$ cat src/sv/hecd_ram.sv
module hecd_ram #(
  parameter int WIDTH = 8,
  parameter int DEPTH = 16
) (
  input  logic                     clk,
  input  logic                     we,
  input  logic [$clog2(DEPTH)-1:0] waddr,
  input  logic [WIDTH-1:0]         wdata,
  input  logic [$clog2(DEPTH)-1:0] raddr,
  output logic [WIDTH-1:0]         rdata
);

  logic [WIDTH-1:0] mem [DEPTH];

  // read-before-write on a same-address collision
  always_ff @(posedge clk) begin
    if (we) begin
      mem[waddr] <= wdata;
    end
    rdata <= mem[raddr];
  end

endmodule

$ cat config.mk
export PLATFORM = sky130hd
export DESIGN_NAME = hecd_ram
export DESIGN_NICKNAME = d
export VERILOG_FILES = /design/src/sv/hecd_ram.sv
export SDC_FILE = /design/constraint.sdc
export NUM_CORES = 1
export LEC_CHECK = 0
export ABC_CLOCK_PERIOD_IN_PS = 1800
export BUFFER_PORTS_ARGS = -buffer_cell sky130_fd_sc_hd__buf_2
export CORE_ASPECT_RATIO = 1.1
export CORE_MARGIN = 1
export CORE_UTILIZATION = 54
export CTS_CLUSTER_DIAMETER = 30
export DETAILED_ROUTE_END_ITERATION = 10
export PLACE_DENSITY = 0.81
export SLEW_MARGIN = 40
export SYNTH_ARGS = -nofsm -noshare
export SYNTH_HDL_FRONTEND = slang
export SYNTH_SLANG_ARGS = --single-unit
export TNS_END_PERCENT = 50
$ cat constraint.sdc
create_clock -name clk -period 1.8 [get_ports clk]
set_clock_uncertainty 0.1 [all_clocks]
set_input_delay 0.09 -clock clk [delete_from_list [all_inputs] [get_ports clk]]
set_output_delay 0.09 -clock clk [all_outputs]
set_load 0.02 [all_outputs]
==> impl_results.md, run 1 <==
* Die area at 9930 sq um
* Total design power at 7.28 mW
* Xor and xnor area share after synthesis at 0%
* Status: completed
* Total Nets Final at 312
* Ys Warns at 0
* Reg2reg setup slack at 0.31 ns
* Dpl cells at 382
* P per Cell Area at 1180 nW/um^2
* DRC viols at 0
* Post-synthesis async set-or-reset flop share at 0%
* Largest net degree at the start of global routing at 33
* Initial core utilization at 55.3%
* Yosys reg bits at 136
* Synth Net Count at 247
* Cell Count, Final, Fillers Out at 424
* Slew @ Worst Pin at 0.454 ns
* Placed Area at 5520 sq um
* Syn-to-layout area delta at 20.3%
* Worst Path Required at 2.17 ns
* GP Congestion at 0.799
* Clock root buffer: clkbuf_8
* Post-Synth Adder-Cell Area at 0%
* Worst-path clk slew at 0.06 ns
* Pleak at 2.12 nW
* Cell count after synthesis at 229
* Die Width at 95.1 um
* ANT cells at 0
* Syn Std Cell Area at 5150 sq um
* Slew HR at 69.7%
* Post-route setup TNS at 0 ns
* I/O pin count at 26
* Commonest non-fill, non-tap cell in the layout: edfxtp_1
* CP Capture Type: flop
* First-pass GRT wire length at 15,000 um
* Number of synthesized flops with an enable pin at 128
* Seq/Total Area, Yosys at 77.8%
* WP buf/inv at 3
* Fmax at 631 MHz
* Most frequent cells in the layout: 128 x edfxtp_1, 25 x buf_2, 19 x buf_4
* Number of global-route vias before repair at 2,611
* Worst-Skew Late Latency at 0.53 ns
* Die Y at 104 um
* Post-route design area at 6190 sq um
* Clock Path Buffers at 2
* Post-route ant nets at 0
* Post-DP HPWL at 6220 um
* CP delay by family, top: buffers and inverters
* Num Clock Sinks at 136
* Synth Area in Compound Gates at 2.33%
* Final Hold Viols at 0
* RSZ-0062 raised after global routing: no
* Core ar. at 9310 sq um
* Crit path max fanout at 4
* Hold crit path type: input pin to flop
* Drt pass-1 iters at 5
* Top cell by count, worst path: dlygate4sd3_1
* Distinct cell type count of the synthesized netlist at 19
* CTS tree: built
* Port-buffer cells at 25
* Wire per inst at 23.8 um
* Fin. max-slew vios at 0
* Fillers at 563
* Setup crit start kind: input pin
* Worst EP arrival at 1.95 ns
* First DRT Iteration DRCs at 281
* Drt total wl at 10,100 um
* Num CTS Buffers at 17
* Layout cells sized above 1 at 30.3%
* Setup Buffers After CTS at 0
* # Max-Cap Violations at 0
* Total gr overflow at 0
* Crit path largest cell delay at 0.66 ns
* Total GRT Usage at 22.6%
* Synth Area in Simple Gates at 3.18%
* Htree depth at 4
* Std-Cell Rows at 37
* Type of the worst setup path: input pin to flop
* Syn Area/Cell at 22.5 sq um
* Final setup fails at 0
* Largest family of logic cells by synthesized area: multiplexers
* CP cell instances: dlygate4sd3_1, buf_2, nor2_1, dlygate4sd3_1, a22oi_1, nand2_1
* Multiplexer share of the synthesized area at 15.0%
* Vias at 2,532
* Post-route minimum period at 1.58 ns
* Initial antenna violation count at 0
* Peak supply drop at 0.762 mV
* Slowest CP cell: dlygate4sd3_1
* Via-per-instance ratio at 5.97
* Predominant post-synthesis flop cell: edfxtp_1
* Final period util at 88.1%
* Hold Slack at 0.0267 ns
-- worst register-to-register path, cell delays in order, from the launching register on --
cell	delay [ns]
edfxtp_1	0.37
mux4_1	0.53
a22oi_1	0.27
nand2_1	0.10
-- synthesized netlist by cell type, drive strengths merged, types with 2 or more instances --
| cell | number | area, sq um |
|---|---|---|
| a22oi | 16 | 120 |
| edfxtp | 128 | 3840 |
| buf | 7 | 56.3 |
| dfxtp | 8 | 160 |
| nand2 | 9 | 33.8 |
| nand2b | 2 | 12.5 |
| nor3 | 4 | 20.0 |
| nor2 | 13 | 48.8 |
| nand3b | 2 | 15.0 |
| clkdlybuf4s25 | 3 | 30.0 |
| mux4 | 32 | 773 |
-- stage by stage --
stage | worst slack, ns | util, %
floorplan | 0.117 | -
global placement | 0.123 | 59.3
detailed placement | 0.117 | 59.3
CTS | 0.278 | 66.5
global route | 0.157 | 66.5
finish | 0.215 | 66.5
-- state kept, by name, indices dropped and copies added (netlist names) --
register  count
rdata         8
mem         128
-- per-layer routing --
layer / vias up / track usage, % / share of wire (%)
li1: 1103 / - / -
met1: 1304 / 29.3 / 39
met2: 102 / 36.4 / 53
met3: 23 / 5.92 / 5.7
met4: 0 / 8.77 / 2.0
met5: - / 0 / 0
-- power breakdown --
part | switching [mW] | internal (mW)
Sequential | 0.0246 | 3.54
Combinational | 0.209 | 0.160
Clock | 1.25 | 2.09
Total | 1.48 | 5.80
-- final timing paths --
kind          endpoint       start  depth (start not counted)
min          mem[0][0]    waddr[0]                          3
min reg2reg   rdata[1]  mem[15][1]                          3
max           rdata[3]    raddr[3]                          6
max reg2reg   rdata[5]   mem[9][5]                          3
-- what timing repair did --
action / in CTS / in global routing
endpoints found under the setup margin: 0 / 0
gates resized for setup: 0 / 0
hold buffers: 10 / 0
hold endpoints to repair: 129 / 0
-- logic make-up (layout without fill, tap and decap cells) --
family | Yosys count | in the layout
muxes | 32 | 32
DFF | 136 | 136
and+or+nand+nor | 35 | 35
buffers and inverters | 10 | 88
AOI/OAI and AO/OA | 16 | 16
-- cell type report --
cell class | instances | area (sq um) | area share, %
multi-input cells | 83 | 1060 | 17.1
flip-flops and latches | 136 | 4000 | 64.7
clock inverters | 13 | 154 | 2.49
clock buffers | 19 | 422 | 6.81
well taps | 117 | 146 | 2.36
repair buffers | 56 | 408 | 6.59
(Power assumes the default switching activity.)
==> run 2: changes to the inputs <==
Settings changed: CAP_MARGIN set to 15, CORE_ASPECT_RATIO 1.1 to not set.
==> run 2 against run 1 <==
  * Power is 1.4% higher
  * Register-to-register slack better by 0.02 ns
  * Clock power is 3% higher
  * Via count grew 0.87%
  * Fmax increased by 7.5%
  * Utilization is 1.1 points higher
  * Sequential power is essentially flat
  * Sequential cell count unchanged
  * Critical path type is now flop to flop
  * Largest cell class unchanged
  * Largest power group unchanged
==> impl_results.md, run 2 (synthesis results as in run 1) <==
* Status: completed
* ANT cells at 0
* Top Registers: mem x128, rdata x8
* Number of global-route vias before repair at 2,689
* # Max-Cap Violations at 0
* Total design power at 7.38 mW
* I/O pin count at 26
* Syn-to-layout area delta at 21.4%
* Final period util at 81.9%
* Drt total wl at 9920 um
* Hold crit path type: input pin to flop
* Num Clock Sinks at 136
* Max FFs per register at 128
* GP Congestion at 0.730
* Layout cells sized above 1 at 32.5%
* Worst-Skew Late Latency at 0.51 ns
* Via-per-instance ratio at 5.84
* First DRT Iteration DRCs at 211
* Post-route minimum period at 1.47 ns
* Worst-path clk slew at 0.06 ns
* Wire per inst at 22.7 um
* Most frequent cells in the layout: 128 x edfxtp_1, 25 x buf_2, 21 x buf_4
* Worst EP arrival at 1.75 ns
* DRC viols at 0
* Die Width at 99.6 um
* CP Capture Type: flop
* Std-Cell Rows at 35
* Slew @ Worst Pin at 0.405 ns
* Port-buffer cells at 25
* Total gr overflow at 0
* Die area at 9930 sq um
* Worst Path Required at 2.08 ns
* Clock Path Buffers at 2
* Initial core utilization at 55.7%
* Drt pass-1 iters at 5
* Reg2reg setup slack at 0.33 ns
* Peak supply drop at 0.711 mV
* CTS tree: built
* Fmax at 678 MHz
* Type of the worst setup path: flop to flop
* Final Hold Viols at 0
* Final setup fails at 0
* Initial antenna violation count at 0
* Total GRT Usage at 22.3%
* Die Y at 99.6 um
* Post-route ant nets at 0
* First-pass GRT wire length at 15,200 um
* Fin. max-slew vios at 0
* Htree depth at 4
* Slew HR at 73.0%
* Num CTS Buffers at 17
* Total Nets Final at 313
* Clock root buffer: clkbuf_8
* Vias at 2,554
* Post-DP HPWL at 6240 um
* Largest Register: mem
* Post-route setup TNS at 0 ns
* P per Cell Area at 1180 nW/um^2
* Core ar. at 9240 sq um
* Commonest non-fill, non-tap cell in the layout: edfxtp_1
* Crit path max fanout at 1
* Pleak at 2.16 nW
* Setup crit start kind: flop
* Largest net degree at the start of global routing at 33
* RSZ-0062 raised after global routing: no
[run 2: final timing paths]
kind / startpoint / to / depth (start not counted)
setup / recovery: mem[4][1] / rdata[1] / 3
setup reg to reg: mem[4][1] / rdata[1] / 3
hold reg to reg: mem[14][0] / rdata[0] / 3
hold / removal: waddr[0] / mem[4][4] / 3
[run 2: metrics by stage]
step / instance area, sq um / util [%] / hold slack (ns) / std cells / worst slack, ns
after floorplan: 5150 / - / 0.0889 / 229 / 0.117
after global placement: 5570 / 60.2 / 0.365 / 397 / 0.149
after detailed placement: 5570 / 60.2 / 0.388 / 397 / 0.142
after CTS: 6250 / 67.6 / 0.0461 / 437 / 0.322
after global routing: 6250 / 67.6 / 0.0536 / 437 / 0.297
final: 6250 / 67.6 / 0.0691 / 437 / 0.325
[run 2: critical path, cell delays in order (launching register included)]
cell and delay (ns):
edfxtp_1 0.37, mux4_1 0.56, a22oi_1 0.19, nand2_1 0.13
[run 2: final cells by class]
class,instances,area [sq um]
clock buffer,20,455
clock inverter,12,149
fill,563,2990
multi-input combinational,83,1060
sequential,136,4000
tap,129,161
timing repair buffer,57,423
[run 2: per-layer routing]
layer / routed length [um] / vias to the layer above / track usage (%) / part of all wire, %
met5: 0 / - / 0 / 0
met3: 656 / 14 / 6.11 / 6.6
met2: 5080 / 130 / 34.9 / 51
li1: - / 1109 / - / -
met1: 4070 / 1301 / 30.3 / 41
met4: 118 / 0 / 8.94 / 1.2
[run 2: power breakdown]
group	internal (mW)	switching, mW
registers	3.54	0.0218
logic	0.162	0.213
clock network	2.21	1.23
[run 2: what timing repair did]
action	4_1_cts	5_1_grt
endpoints found under the hold margin	128	0
setup buffers	0	0
hold buffers	8	0
resized for setup	0	0
==> run 3: changes to the inputs <==
Settings changed: ABC_CLOCK_PERIOD_IN_PS 1800 to 1250.
Clock period 1.8 ns to 1.25 ns, I/O delays scaled along.
==> run 3 against run 2 <==
  * The flow now finishes with violations (hold timing, setup timing)
  * Cell area rose by 3.3%
  * Global-route usage is 1.3 points higher
  * Via count rose by 0.98%
  * Combinational power grew 66%
  * Utilization increased by 2.2 points
  * Clock power grew 49%
  * Largest power group unchanged
  * Register-to-register slack worse by 0.49 ns
  * Largest cell class unchanged
==> impl_results.md, run 3 (synthesis results as in run 1) <==
* RSZ-0062 raised after global routing: yes
* Slew @ Worst Pin at 0.865 ns
* Total gr overflow at 0
* Largest net degree at the start of global routing at 25
* Max FFs per register at 128
* # Max-Cap Violations at 0
* Wire per inst at 23.5 um
* Final setup fails at 8
* Post-DP HPWL at 6560 um
* Critical path depth in cells at 3
* First-pass GRT wire length at 16,000 um
* Initial antenna violation count at 0
* Hold Slack at -0.0000154 ns
* Drt pass-1 iters at 4
* Status: complete, but fails checks
* Worst-path clk slew at 0.06 ns
* Reg2reg setup slack at -0.17 ns
* Worst-Skew Late Latency at 0.52 ns
* Total Nets Final at 326
* Slew HR at 42.2%
* Syn-to-layout area delta at 25.4%
* Crit path largest cell delay at 0.51 ns
* Die area at 9930 sq um
* First DRT Iteration DRCs at 228
* Worst Path Required at 1.55 ns
* Crit path max fanout at 1
* Setup Buffers After CTS at 0
* Num Clock Sinks at 136
* Die Y at 99.6 um
* R2r worst-path depth at 3
* Total design power at 10.9 mW
* Setup crit start kind: flop
* Post-route ant nets at 0
* Die Width at 99.6 um
* R2R Path Start: mem[3][0]
* GP Congestion at 0.827
* Fmax at 706 MHz
* Std-Cell Rows at 35
* Initial core utilization at 55.7%
* Final Hold Viols at 1
* Port-buffer cells at 25
* Final period util at 113%
* Clock root buffer: clkbuf_8
* Most frequent cells in the layout: 128 x edfxtp_1, 30 x buf_4, 29 x mux4_2
* WP buf/inv at 0
* Total GRT Usage at 23.7%
* Layout cells sized above 1 at 42.7%
* I/O pin count at 26
* P per Cell Area at 1690 nW/um^2
* Hold crit path type: input pin to flop
* Via-per-instance ratio at 5.73
* Peak supply drop at 0.971 mV
* Drt total wl at 10,600 um
* Crit. Startpoint: mem[3][0]
* Violated checks: hold timing, setup timing
* Slowest CP cell: mux4_2
* DRC viols at 0
* Critical path destination: rdata[0]
* Pleak at 2.20 nW
* Number of global-route vias before repair at 2,676
* Setup ws final at -0.166 ns
* Post-route minimum period at 1.42 ns
* CTS tree: built
* Post-route design area at 6460 sq um
* Worst EP arrival at 1.72 ns
* Core ar. at 9240 sq um
* Num CTS Buffers at 17
* Fin. max-slew vios at 0
* Htree depth at 4
* Type of the worst setup path: flop to flop
* Clock Path Buffers at 2
* ANT cells at 0
* Reg2reg end: rdata[0]
* CP Capture Type: flop
* Commonest non-fill, non-tap cell in the layout: edfxtp_1
* Placed Area at 5680 sq um
* Largest Register: mem
* Vias at 2,579
* Top Registers: mem x128, rdata x8
* CP cell instances: mux4_2, a22oi_2, nand2_1
* CP delay by family, top: multiplexers
run 3: cell type report:
| cell class | instances | area, sq um |
|---|---|---|
| Sequential cell | 136 | 4010 |
| Fill cell | 536 | 2780 |
| Timing Repair Buffer | 70 | 561 |
| Tap cell | 129 | 161 |
| Clock inverter | 12 | 174 |
| Multi-Input combinational cell | 83 | 1110 |
| Clock buffer | 20 | 445 |
run 3: worst reg2reg max path, cell delays in order (launching register included):
cell and delay, ns:
edfxtp_1 0.38, mux4_2 0.51, a22oi_2 0.22, nand2_1 0.09
run 3: layer usage:
metal	vias up	part of all wire (%)	GRT usage, %
li1	1126	-	-
met1	1302	39	32.6
met2	130	51	37.2
met3	21	8.7	6.11
met4	0	2.0	8.82
met5	-	0	0
run 3: report_power, final:
| group | total (mW) | leakage, nW | switching, mW | internal, mW |
|---|---|---|---|---|
| Sequential | 5.14 | 1.22 | 0.0376 | 5.10 |
| Clock | 5.13 | 0.296 | 1.79 | 3.33 |
| Combinational | 0.623 | 0.680 | 0.342 | 0.281 |
run 3: metrics by stage:
stage	util (%)	hold WS (ns)	worst slack [ns]	cells	setup TNS, ns
2_1_floorplan	-	0.0614	-0.104	229	-1.54
3_3_place_gp	61.5	0.346	-0.337	406	-7.14
3_5_place_dp	61.5	0.364	-0.396	406	-10.28
4_1_cts	69.4	0.00409	-0.174	447	-1.08
5_1_grt	69.9	0.0170	-0.194	450	-1.30
6_report	69.9	-0.0000154	-0.166	450	-1.03
run 3: how the worst min path moves through the flow:
stage	cells after the start	to	from
6_report	4	rdata[5]	raddr[3]
5_1_grt	4	rdata[5]	raddr[3]
4_1_cts	3	mem[0][1]	waddr[0]
3_5_place_dp	1	mem[10][2]	wdata[2]
3_3_place_gp	1	mem[10][2]	wdata[2]
2_1_floorplan	0	mem[0][0]	wdata[0]
run 3: repair_timing:
| item | CTS | global route |
|---|---|---|
| pin swaps | 10 | 2 |
| resized for setup | 20 | 7 |
| hold buffers | 9 | 3 |
| hold endpoints to repair | 136 | 1 |
| setup endpoints to repair | 9 | 10 |
