--- src/sv/hecd_pkg.sv ---
package hecd_pkg;

  localparam int COUNT_WIDTH_DEF = 32;
  localparam int NUM_SLOTS       = 10;
  localparam int SLOT_W          = $clog2(NUM_SLOTS);
  localparam int CH_W            = 4;
  localparam int BYTE_W          = 8;
  localparam int OUT_W           = 32;
  localparam int CFG_DW          = 32;
  localparam int CFG_AW          = 3;

  localparam logic [BYTE_W-1:0] HASH_CHAR = 8'h23;
  localparam logic [BYTE_W-1:0] DIGIT_LO  = 8'h30;
  localparam logic [BYTE_W-1:0] DIGIT_HI  = 8'h39;

  localparam logic [CH_W-1:0] TAP_CHANNEL    = 4'd1;
  localparam logic [CH_W-1:0] NUM_CH_RESET   = 4'd3;

  typedef enum logic [2:0] {
    EV_DATA = 3'd0,
    EV_ESC  = 3'd1,
    EV_SEL  = 3'd2,
    EV_DROP = 3'd3,
    EV_PEND = 3'd4
  } event_t;

  typedef enum logic {
    REG_NUM_CHANNELS = 1'b0,
    REG_TAP_ENABLE   = 1'b1
  } reg_idx_t;

  typedef struct packed {
    logic              delivered;
    logic [CH_W-1:0]   dest_channel;
    logic [BYTE_W-1:0] data_byte;
    logic              tap_copy;
    event_t            event_kind;
    logic [OUT_W-1:0]  bytes_total;
    logic [OUT_W-1:0]  escapes_total;
    logic [OUT_W-1:0]  selects_total;
    logic [OUT_W-1:0]  drops_total;
    logic [OUT_W-1:0]  channel_count;
  } result_t;

endpackage

--- src/sv/hecd_outq.sv ---
module hecd_outq import hecd_pkg::*; (
  input  logic       clk,
  input  logic       rst_n,
  input  logic       push,
  input  result_t    din,
  input  logic       pop,
  output result_t    dout,
  output logic [1:0] count
);

  result_t    ent_r [2];
  logic       wr_ptr_r, wr_ptr_nxt;
  logic       rd_ptr_r, rd_ptr_nxt;
  logic [1:0] cnt_r, cnt_nxt;

  always_comb begin
    wr_ptr_nxt = push ? ~wr_ptr_r : wr_ptr_r;
    rd_ptr_nxt = pop  ? ~rd_ptr_r : rd_ptr_r;
    cnt_nxt    = cnt_r + 2'(push) - 2'(pop);
  end

  always_ff @(posedge clk) begin
    if (!rst_n) begin
      wr_ptr_r <= 1'b0;
      rd_ptr_r <= 1'b0;
      cnt_r    <= 2'd0;
    end else begin
      wr_ptr_r <= wr_ptr_nxt;
      rd_ptr_r <= rd_ptr_nxt;
      cnt_r    <= cnt_nxt;
    end
  end

  always_ff @(posedge clk) begin
    if (push) begin
      ent_r[wr_ptr_r] <= din;
    end
  end

  assign dout  = ent_r[rd_ptr_r];
  assign count = cnt_r;

endmodule

--- config.mk ---
export PLATFORM = sky130hd
export DESIGN_NAME = hecd_outq
export DESIGN_NICKNAME = d
export VERILOG_FILES = /design/src/sv/hecd_pkg.sv /design/src/sv/hecd_outq.sv
export SDC_FILE = /design/constraint.sdc
export NUM_CORES = 1
export LEC_CHECK = 0
export BUFFER_PORTS_ARGS = -buffer_cell sky130_fd_sc_hd__buf_2
export CAP_MARGIN = 10
export CORE_MARGIN = 4
export CORE_UTILIZATION = 47
export DETAILED_ROUTE_END_ITERATION = 16
export MAX_ROUTING_LAYER = met4
export PLACE_DENSITY_LB_ADDON = 0.08
export SETUP_SLACK_MARGIN = 0.5
export SYNTH_ARGS = -nofsm -noshare
export SYNTH_HDL_FRONTEND = slang
export SYNTH_SLANG_ARGS = --single-unit
--- constraint.sdc ---
create_clock -name clk -period 9.2 [get_ports clk]
set_input_delay 0.46 -clock clk [delete_from_list [all_inputs] [get_ports clk]]
set_output_delay 0.46 -clock clk [all_outputs]
set_load 0.02 [all_outputs]
==> out/results.md, run 1 <==
| Step | Parameter | This run |
|---|---|---|
| sta | Final count of hold timing violations | 0 |
| critical path | RR Endpoint | ent_r[1][52]$_DFFE_PP_ |
| place | Placed inst area | 15700 um^2 |
| floorplanning | Area enclosed by the die boundary | 31600 um^2 |
| floorplanning | X dimension of the die | 178 um |
| drt | Vias per std cell | 4.80 |
| drt | Detailed-routing iteration count for the pre-antenna-repair pass | 4 |
| synthesis | Post-Synthesis Cells | 570 |
| clocking | Clock-pin slew of the registers on the worst-case setup and hold paths | 60 ps |
| sta | Top achievable clock speed | 0.287 GHz |
| critical path | Reg2reg start | wr_ptr_r$_SDFFE_PN0P_ |
| synthesis | Cell type with the highest aggregate area in the netlist | sky130_fd_sc_hd__edfxtp_1 |
| global route | Met2 layer usage reported by global route | 27.9% |
| sta | Aggregate negative setup slack | 0 ps |
| critical path | Category of cells accounting for the largest share of critical-path delay | buffers and inverters |
| worst hold path | Worst hold path endpoint | ent_r[0][18]$_DFFE_PP_ |
| critical path | Worst Setup Start Kind | register |
| power and ir drop | Static leakage power | 6.61 nW |
| global route | Maximum number of pins on one net before global-route repair | 88 |
| worst hold path | Start point of the worst hold path | din[18] |
| clocking | Clk Tree Root Cell | sky130_fd_sc_hd__clkbuf_16 |
| critical path | Biggest fanout along the worst timing path | 70 |
| critical path | WP data required | 8740 ps |
| floorplanning | Boundary pin count | 360 |
| synthesis | Fraction of the yosys area taken by sequential cells | 79.3% |
| sta | Final-report setup violation count | 0 |
| power and ir drop | P per Cell Area | 226 nW/um^2 |
| critical path | Arrival time of data at the critical path endpoint | 3020 ps |
| global route | Grt total ovfl | 0 |
| worst hold path | HP Class | in2reg |
| power and ir drop | Combinational cell fraction of total power | 12.2% |
| synthesis | Synth warn | 0 |
| critical path | Crit path buffers/inverters | 2 |
| critical path | R2R setup slack | 6830 ps |
| clocking | CTS Buffer Depth | 3 |
| clocking | CTS Sinks | 359 |
| worst hold path | Number of stages on the worst hold path | 1 |
| floorplanning | Number of rows created at floorplan | 61 |
| floorplanning | Initial core utilization | 48.2% |
| global route | Number of global-route vias before repair | 7052 |
| clocking | Number of buffers created by CTS | 38 |
| power and ir drop | Internal power consumption | 2.96 mW |
| place | GPL Wtd Cong | 0.772 |
| clocking | Insertion delay of the later-clocked pin in the worst-skew pair | 500 ps |
| job | Number of maximum-capacitance violations | 0 |
| drt | Number of vias after detailed routing | 6606 |
| critical path | Slowest Stage Delay on Critical Path | 1010 ps |
| synthesis | Netlist cell types | 13 |
| power and ir drop | Total power | 3.81 mW |
| finish | Final #Nets | 1139 |
| critical path | Kind of end point of the critical path | output port |
| drt | Aggregate routed wire length | 27200 um |
| place | Worst-case setup slack after placement | 6160 ps |
| sta | Relative max-transition margin | 18.4% |
| sta | Max-slew violation total from the final report | 0 |
| clocking | Count of hold buffers inserted by post-cts repair | 0 |
| finish | Share of final-layout standard cells stronger than drive strength 1 | 60.6% |
| critical path | Library cell contributing the largest single delay on the critical path | sky130_fd_sc_hd__buf_4 |
| drt | Average wire per cell in the routed design | 19.8 um |
| global route | Wire length of the first global-routing pass | 39500 um |
| critical path | Worst-case reg-to-reg path depth | 2 |
| sta | Final critical delay including setup and external delays | 3480 ps |
| floorplanning | Floorplan core area | 28100 um^2 |
| synthesis | Top cells by area, synth | sky130_fd_sc_hd__edfxtp_1 (79%), sky130_fd_sc_hd__mux2_4 (14%), sky130_fd_sc_hd__mux2_2 (3.9%) |
| finish | Utilization after layout | 60.1% |
| sta | Final WS setup | 5720 ps |
| sta | RSZ-0062 raised after global routing | no |
| power and ir drop | Clock network power share | 37.3% |
| power and ir drop | Switching component of the power | 852 uW |
| drt | Routed Antenna Nets | 0 |
| global route | Busiest grt layer | met2 |
| clocking | Count of H-tree levels built during CTS | 2 |
| run status | Outcome | finished, final reports clean |
| synthesis | Average instance area after synthesis | 23.7 um^2 |
| synthesis | Syn nets | 753 |
| global route | Total Routing Usage GR | 16.9% |
| power and ir drop | Net Sw Frac | 22.3% |
| finish | Layout overhead on the synthesized area | 24.8% |
| clocking | Count of cells resized by post-cts repair | 0 |
| drt | Initial drt markers | 455 |
| place | I/O Buffers | 359 |
| place | HPWL reported at the end of detailed placement | 18800 um |
| power and ir drop | Max VDD drop | 0.162 mV |
| global route | Met3 global-route usage | 5.90% |
| critical path | Critical path class | reg2out |
| global route | Met1 routing resource usage after global routing | 19.6% |
| sta | Share of the clock period used by the worst path after layout | 37.9% |
| synthesis | Flip-flop and latch count after synthesis | 359 |
| global route | Initial antenna violation count | 14 |
| sta | Worst clock skew on the final layout | 8.94 ps |
| critical path | Critical Path, Cell by Cell | buf_4 -> mux2_2 -> buf_2 |
| sta | Slew of the pin with the lowest slew margin | 1220 ps |
| synthesis | Top-area cell type share of the netlist area | 78.6% |
| synthesis | Mapped cell area | 13500 um^2 |
| drt | Number of remaining DRC errors | 0 |
| floorplanning | Die outline height | 178 um |
| clocking | TritonCTS clock tree | yes |
| power and ir drop | Seq pwr share | 50.4% |
| finish | Post-route cell area | 16900 um^2 |
| clocking | Post-CTS setup buffers | 0 |
stage by stage:
| step | hold WS (ps) | instances |
|---|---|---|
| after detailed placement | 569 | 1294 |
| after floorplan | 555 | 570 |
| final | 145 | 1375 |
| after global routing | 112 | 1374 |
| after CTS | 117 | 1360 |
| after global placement | 563 | 1294 |
worst max-delay path by stage:
stage,endpoint,slack [ps],depth (start not counted)
6_report,dout[35],5720,3
3_3_place_gp,dout[32],6210,3
5_1_grt,dout[176],5520,3
4_1_cts,dout[176],5610,3
3_5_place_dp,dout[176],6160,3
2_1_floorplan,ent_r[0][0]$_DFFE_PP_,3670,1
area by class of cell:
type / instances / area, um^2
Fill cell: 2159 / 11200
Clock inverter: 18 / 128
Antenna cell: 15 / 37.5
Inverter: 2 / 7.51
Tap cell: 378 / 473
Multi-Input combinational cell: 189 / 2600
Timing Repair Buffer: 366 / 1850
Sequential cell: 359 / 10700
Clock buffer: 48 / 1050
cell usage in the layout, fill, tap and decap left out:
cell                          n
sky130_fd_sc_hd__clkinv_2     6
sky130_fd_sc_hd__clkinv_1    10
sky130_fd_sc_hd__edfxtp_1   354
sky130_fd_sc_hd__inv_1        2
sky130_fd_sc_hd__xor2_1       1
sky130_fd_sc_hd__diode_2     15
sky130_fd_sc_hd__bufinv_16    2
sky130_fd_sc_hd__mux2_4     130
sky130_fd_sc_hd__buf_4        7
sky130_fd_sc_hd__mux2_2      47
sky130_fd_sc_hd__and2_4       1
sky130_fd_sc_hd__and2_1       3
sky130_fd_sc_hd__dfxtp_4      1
sky130_fd_sc_hd__nor2b_4      1
sky130_fd_sc_hd__o21a_1       1
sky130_fd_sc_hd__clkbuf_16   41
sky130_fd_sc_hd__buf_2      359
sky130_fd_sc_hd__nor2b_1      2
sky130_fd_sc_hd__clkbuf_1     7
sky130_fd_sc_hd__dfxtp_1      4
sky130_fd_sc_hd__xnor3_1      1
sky130_fd_sc_hd__ha_1         2
synthesized netlist by cell type:
library cell,instances
sky130_fd_sc_hd__nor2b_1,3
sky130_fd_sc_hd__o21a_1,1
sky130_fd_sc_hd__inv_1,2
sky130_fd_sc_hd__and2_1,4
sky130_fd_sc_hd__mux2_2,47
sky130_fd_sc_hd__ha_1,2
sky130_fd_sc_hd__mux2_4,130
sky130_fd_sc_hd__buf_6,16
sky130_fd_sc_hd__xor2_1,1
sky130_fd_sc_hd__buf_2,4
sky130_fd_sc_hd__edfxtp_1,354
sky130_fd_sc_hd__xnor3_1,1
sky130_fd_sc_hd__dfxtp_1,5
logic make-up (layout without fill, tap and decap cells):
family,Yosys count,after routing,share of synthesized area [%]
flip-flops,359,359,79.3
AO/OA/AOI/OAI,1,1,0.0555
XOR/XNOR,2,2,0.231
other,0,15,0
AND/OR/NAND/NOR,7,7,0.324
multiplexers,177,177,18.3
buffers and inverters,22,434,1.54
adder cells (fa/ha/maj),2,2,0.185
routing by layer:
layer | routed length (um) | vias up
li1 | - | 3064
met1 | 10400 | 3234
met2 | 13700 | 261
met3 | 2450 | 47
met4 | 639 | 0
met5 | 0 | -
power by group through the flow:
stage	combinational (mW)	sequential, mW	clock [mW]
finish	0.467	1.92	1.42
global route	0.498	1.93	1.54
CTS	0.476	1.92	1.46
detailed placement	0.475	1.96	0
global placement	0.467	1.95	0
floorplan	0.323	1.96	0
sequential cells by signal, summed over array words and instances (netlist names), named ones only:
| name | cells |
|---|---|
| ent_r | 354 |
| wr_ptr_r | 1 |
| rd_ptr_r | 1 |
| count | 2 |
(Power assumes the default switching activity.)
==> inputs of run 2 (changes only) <==
- ABC_AREA: not set -> 1
- CORE_UTILIZATION: 47 -> 49
- clock period: 9.2 -> 3.7 ns (I/O delays scaled with it)
==> out/results.md, run 2 <==
| Step | Parameter | This run |
|---|---|---|
| sta | Final critical delay including setup and external delays | 2240 ps |
| sta | RSZ-0062 raised after global routing | no |
| synthesis | Mapped cell area | 13500 um^2 |
| global route | Wire length of the first global-routing pass | 45000 um |
| synthesis | Top-area cell type share of the netlist area | 78.6% |
| synthesis | Synth warn | 0 |
| global route | Maximum number of pins on one net before global-route repair | 144 |
| drt | Initial drt markers | 519 |
| synthesis | Leading cell types by count after synthesis | sky130_fd_sc_hd__edfxtp_1 (354), sky130_fd_sc_hd__mux2_4 (130), sky130_fd_sc_hd__mux2_2 (47) |
| sta | Top achievable clock speed | 0.447 GHz |
| synthesis | Average instance area after synthesis | 23.2 um^2 |
| floorplanning | Boundary pin count | 360 |
| floorplanning | Number of rows created at floorplan | 60 |
| finish | Leading cell type in the layout, fill and taps excluded | sky130_fd_sc_hd__buf_2 |
| synthesis | Number of flops mapped to enable cells by yosys | 354 |
| sta | Max-slew violation total from the final report | 0 |
| finish | Register with the most flip-flops | ent_r |
| floorplanning | Die outline height | 174 um |
| sta | Final count of hold timing violations | 0 |
| clocking | Clock-pin slew of the registers on the worst-case setup and hold paths | 60 ps |
| worst hold path | HP Class | in2reg |
| critical path | WP data required | 3510 ps |
| synthesis | Primary flip-flop cell chosen by synthesis mapping | sky130_fd_sc_hd__edfxtp_1 |
| power and ir drop | Static leakage power | 7.45 nW |
| synthesis | Fraction of the yosys area taken by sequential cells | 79.3% |
| sta | Aggregate negative setup slack | 0 ps |
| floorplanning | Area enclosed by the die boundary | 30300 um^2 |
| drt | Number of vias after detailed routing | 7417 |
| place | Placed cells | 1273 |
| power and ir drop | P per Cell Area | 518 nW/um^2 |
| finish | Share of final-layout standard cells stronger than drive strength 1 | 51.1% |
| job | Number of maximum-capacitance violations | 0 |
| global route | Grt total ovfl | 0 |
| finish | Count of non-filler cells in the finished layout | 1523 |
| place | HPWL reported at the end of detailed placement | 19100 um |
| drt | Average wire per cell in the routed design | 19.3 um |
| drt | Vias per std cell | 4.87 |
| global route | Total Routing Usage GR | 19.5% |
| synthesis | Netlist cell types | 12 |
| finish | Number of flip-flops under the largest register name | 354 |
| sta | Relative max-transition margin | 37.0% |
| sta | Slew of the pin with the lowest slew margin | 945 ps |
| sta | Share of the clock period used by the worst path after layout | 60.5% |
| floorplanning | X dimension of the die | 174 um |
| critical path | Library cell contributing the largest single delay on the critical path | sky130_fd_sc_hd__buf_12 |
| clocking | CTS Sinks | 359 |
| finish | N_diodes | 0 |
| clocking | Count of H-tree levels built during CTS | 2 |
| clocking | Number of buffers created by CTS | 39 |
| synthesis | Top cells by area, synth | sky130_fd_sc_hd__edfxtp_1 (79%), sky130_fd_sc_hd__mux2_4 (14%), sky130_fd_sc_hd__mux2_2 (3.9%) |
| clocking | Insertion delay of the later-clocked pin in the worst-skew pair | 510 ps |
| clocking | Post-CTS setup buffers | 0 |
| critical path | Biggest fanout along the worst timing path | 93 |
| place | GPL Wtd Cong | 0.787 |
| critical path | Arrival time of data at the critical path endpoint | 2050 ps |
| floorplanning | Floorplan core area | 27000 um^2 |
| drt | Detailed-routing iteration count for the pre-antenna-repair pass | 4 |
| critical path | Kind of end point of the critical path | output port |
| synthesis | Cell type with the highest aggregate area in the netlist | sky130_fd_sc_hd__edfxtp_1 |
| finish | Utilization after layout | 69.4% |
| finish | Layout overhead on the synthesized area | 38.6% |
| global route | Initial antenna violation count | 0 |
| drt | Number of remaining DRC errors | 0 |
| critical path | Reg2reg start | wr_ptr_r$_SDFFE_PN0P_ |
| clocking | Clk Tree Root Cell | sky130_fd_sc_hd__clkbuf_16 |
| clocking | CTS Buffer Depth | 3 |
| clocking | TritonCTS clock tree | yes |
| synthesis | Flip-flop and latch count after synthesis | 359 |
| run status | Outcome | finished, final reports clean |
| floorplanning | Initial core utilization | 50.1% |
| critical path | Slowest Stage Delay on Critical Path | 480 ps |
| drt | Aggregate routed wire length | 29400 um |
| synthesis | Post-Synthesis Cells | 582 |
| synthesis | Share of async-settable or async-resettable flops after synthesis | 0% |
| worst hold path | Start point of the worst hold path | din[135] |
| sta | Worst clock skew on the final layout | 15.0 ps |
| critical path | Critical path class | reg2out |
| finish | Final #Nets | 1336 |
| critical path | Worst Setup Start Kind | register |
| global route | Number of global-route vias before repair | 8271 |
| synthesis | Dominant cell by count in the synthesized netlist | sky130_fd_sc_hd__edfxtp_1 |
| sta | Final-report setup violation count | 0 |
| drt | Routed Antenna Nets | 0 |
| synthesis | Syn nets | 765 |
| power and ir drop | Max VDD drop | 0.500 mV |
| place | I/O Buffers | 359 |
| critical path | Critical Path, Cell by Cell | buf_12 -> mux2_2 -> buf_2 |
| finish | Commonest cells after routing, fill and taps aside | sky130_fd_sc_hd__buf_2 (359), sky130_fd_sc_hd__edfxtp_1 (354), sky130_fd_sc_hd__dlygate4sd3_1 (180) |
[run 2: routing by layer]
| metal | share of wire [%] | vias up | wire length, um | track usage, % |
|---|---|---|---|---|
| met1 | 38 | 3645 | 11000 | 22.1 |
| met4 | 2.3 | 0 | 678 | 5.67 |
| met5 | 0 | - | 0 | - |
| li1 | - | 3446 | - | - |
| met3 | 7.8 | 41 | 2280 | 5.46 |
| met2 | 52 | 285 | 15400 | 34.1 |
[run 2: cells by family after synthesis]
logic type	Yosys count	share of synthesized area, %
simple gates	16	0.453
buf+inv	27	1.67
flops	359	79.3
mux	177	18.3
compound gates	1	0.0370
fa+ha+maj	2	0.185
[run 2: path summary, 6_finish.rpt]
check,to,slack [ps],cells after the start
worst max-delay path,dout[15],1460,3
worst min-delay path,ent_r[1][135]$_DFFE_PP_,390,2
worst max register to register,ent_r[1][132]$_DFFE_PP_,1760,3
worst min register to register,rd_ptr_r$_SDFFE_PN0P_,560,2
[run 2: report_power, final]
group	switching (mW)	internal [mW]	total (mW)
combinational	0.644	0.578	1.22
clock	1.45	2.27	3.72
sequential	0.0529	4.72	4.77
[run 2: through the flow]
step	worst slack, ps	power (mW)	instance area, um^2	hold slack (ps)
after floorplan	272	5.55	13500	278
after global placement	1760	5.89	15700	372
after detailed placement	1710	5.93	15700	377
after CTS	1440	9.83	18700	366
after global routing	1380	10.1	18700	374
final	1460	9.71	18700	394
[run 2: worst max-delay path, delay by kind of cell (launching register included)]
kind / cells / cell delay, ps
buffers and inverters: 2 / 650
multiplexers: 1 / 400
flip-flops: 1 / 370
[run 2: what timing repair did]
| item | in CTS | in global routing |
|---|---|---|
| hold buffers | 180 | 0 |
| hold endpoints to repair | 359 | 0 |
| gates resized for setup | 0 | 0 |
[run 2: layout make-up]
class                      instances  area [um^2]
fill                            1762         8280
tap                              341          427
multi-input combinational        196         2580
clock inverter                    17          153
clock buffer                      53         1090
inverter                           7         30.0
timing repair buffer             550         3730
sequential                       359        10700
==> inputs of run 3 (changes only) <==
- ABC_AREA: 1 -> 0
- clock period: 3.7 -> 2.3 ns (I/O delays scaled with it)
==> out/results.md, run 3 (synthesized netlist as in run 1, its figures left out) <==
| Step | Parameter | This run |
|---|---|---|
| sta | Final WS setup | 374 ps |
| run status | Outcome | finished, final reports clean |
| clocking | CTS Sinks | 359 |
| global route | Initial antenna violation count | 3 |
| power and ir drop | Total power | 15.9 mW |
| global route | Maximum number of pins on one net before global-route repair | 66 |
| job | Number of maximum-capacitance violations | 0 |
| clocking | Number of buffers created by CTS | 37 |
| critical path | Worst Setup Start Kind | register |
| sta | Top achievable clock speed | 0.519 GHz |
| global route | Total Routing Usage GR | 21.3% |
| finish | Share of final-layout standard cells stronger than drive strength 1 | 52.6% |
| power and ir drop | P per Cell Area | 800 nW/um^2 |
| place | Worst-case setup slack after placement | 742 ps |
| finish | Commonest cells after routing, fill and taps aside | sky130_fd_sc_hd__edfxtp_1 (354), sky130_fd_sc_hd__buf_2 (291), sky130_fd_sc_hd__dlygate4sd3_1 (181) |
| sta | RSZ-0062 raised after global routing | yes |
| sta | Final count of hold timing violations | 0 |
| sta | Relative max-transition margin | 69.7% |
| drt | Average wire per cell in the routed design | 21.5 um |
| place | GPL Wtd Cong | 0.776 |
| drt | Detailed-routing iteration count for the pre-antenna-repair pass | 4 |
| drt | Aggregate routed wire length | 33100 um |
| sta | Hold slack final | 321 ps |
| clocking | CTS Buffer Depth | 3 |
| sta | Slew of the pin with the lowest slew margin | 455 ps |
| drt | Vias per std cell | 4.99 |
| global route | Grt total ovfl | 0 |
| critical path | Biggest fanout along the worst timing path | 8 |
| sta | Final-report setup violation count | 0 |
| sta | Aggregate negative setup slack | 0 ps |
| critical path | Worst-case reg-to-reg path depth | 2 |
| global route | Wire length of the first global-routing pass | 48500 um |
| clocking | Clock-pin slew of the registers on the worst-case setup and hold paths | 60 ps |
| critical path | Critical path class | reg2out |
| power and ir drop | Max VDD drop | 0.703 mV |
| drt | Routed Antenna Nets | 0 |
| floorplanning | Initial core utilization | 50.1% |
| worst hold path | Number of stages on the worst hold path | 2 |
| place | I/O Buffers | 359 |
| floorplanning | Floorplan core area | 27000 um^2 |
| floorplanning | Area enclosed by the die boundary | 30300 um^2 |
| finish | Number of flip-flops under the largest register name | 354 |
| clocking | Count of H-tree levels built during CTS | 2 |
| sta | Share of the clock period used by the worst path after layout | 83.8% |
| clocking | Insertion delay of the later-clocked pin in the worst-skew pair | 510 ps |
| sta | Max-slew violation total from the final report | 0 |
| floorplanning | Die outline height | 174 um |
| critical path | WP data required | 2180 ps |
| floorplanning | Boundary pin count | 360 |
| floorplanning | X dimension of the die | 174 um |
| worst hold path | HP Class | in2reg |
| finish | Register with the most flip-flops | ent_r |
| clocking | TritonCTS clock tree | yes |
| sta | Final critical delay including setup and external delays | 1930 ps |
| finish | Final #Nets | 1355 |
| place | HPWL reported at the end of detailed placement | 19600 um |
| drt | Number of remaining DRC errors | 0 |
| sta | Worst clock skew on the final layout | 20.2 ps |
| clocking | Clk Tree Root Cell | sky130_fd_sc_hd__clkbuf_16 |
| drt | Number of vias after detailed routing | 7687 |
| floorplanning | Number of rows created at floorplan | 60 |
| finish | Leading cell type in the layout, fill and taps excluded | sky130_fd_sc_hd__edfxtp_1 |
| power and ir drop | Static leakage power | 7.90 nW |
| finish | Layout overhead on the synthesized area | 46.7% |
| global route | Number of global-route vias before repair | 8545 |
| critical path | Arrival time of data at the critical path endpoint | 1810 ps |
| critical path | Kind of end point of the critical path | output port |
| drt | Initial drt markers | 403 |
[run 3: cell types whose count changed in the layout (fill, tap and decap cells not counted), moves of 4 or more]
cell / before / now
sky130_fd_sc_hd__buf_6: 0 / 72
sky130_fd_sc_hd__buf_2: 359 / 291
sky130_fd_sc_hd__mux2_2: 47 / 30
sky130_fd_sc_hd__mux2_4: 130 / 147
sky130_fd_sc_hd__buf_16: 0 / 14
sky130_fd_sc_hd__buf_12: 4 / 15
sky130_fd_sc_hd__nand2_1: 7 / 0
sky130_fd_sc_hd__nor2_1: 6 / 0
sky130_fd_sc_hd__inv_1: 6 / 2
[run 3: final cells by class]
type,count,area [um^2]
flip-flops and latches,359,10700
fillers,1622,7190
repair buffers,583,4890
multi-input cells,189,2660
clock buffers,46,1000
well taps,341,427
clock inverters,18,106
inverters,2,7.51
diodes,3,7.51
[run 3: path summary, 6_finish.rpt]
check,startpoint,to,slack [ps]
worst max-delay path,register,dout[140],370
worst max register to register,wr_ptr_r$_SDFFE_PN0P_,ent_r[1][66]$_DFFE_PP_,840
worst min register to register,rd_ptr_r$_SDFFE_PN0P_,rd_ptr_r$_SDFFE_PN0P_,580
worst min-delay path,din[78],ent_r[0][78]$_DFFE_PP_,320
[run 3: worst max-delay path, cell delays in order (launching register included)]
cell and delay [ps]:
sky130_fd_sc_hd__dfxtp_4 390, sky130_fd_sc_hd__buf_12 150, sky130_fd_sc_hd__buf_12 140, sky130_fd_sc_hd__buf_16 150, sky130_fd_sc_hd__mux2_4 320, sky130_fd_sc_hd__buf_6 130
[run 3: routing by layer]
| layer | routed length [um] | vias to the layer above | track usage (%) | share of wire, % |
|---|---|---|---|---|
| met5 | 0 | - | - | 0 |
| met4 | 962 | 0 | 7.06 | 2.9 |
| met3 | 1940 | 58 | 4.83 | 5.9 |
| met2 | 17400 | 298 | 37.4 | 53 |
| met1 | 12700 | 3835 | 24.4 | 38 |
| li1 | - | 3496 | - | - |
[run 3: timing repair]
| action | CTS | global route |
|---|---|---|
| endpoints found under the setup margin | 175 | 174 |
| endpoints found under the hold margin | 359 | 0 |
| hold buffers | 181 | 0 |
| setup buffers | 13 | 0 |
| gates cloned | 11 | 4 |
| gates resized for setup | 101 | 86 |
[run 3: where the power goes]
group | internal (mW) | switching (mW) | total, mW
clock | 3.19 | 2.31 | 5.50
combinational | 1.43 | 1.28 | 2.71
sequential | 7.57 | 0.0921 | 7.66
total | 12.2 | 3.69 | 15.9
[run 3: per-stage QoR]
| step | cells | utilization, % | area (um^2) |
|---|---|---|---|
| after floorplan | 570 | - | 13500 |
| after global placement | 1265 | 58.3 | 15800 |
| after detailed placement | 1265 | 58.3 | 15800 |
| after CTS | 1534 | 72.0 | 19500 |
| after global routing | 1541 | 73.4 | 19800 |
| final | 1541 | 73.4 | 19800 |
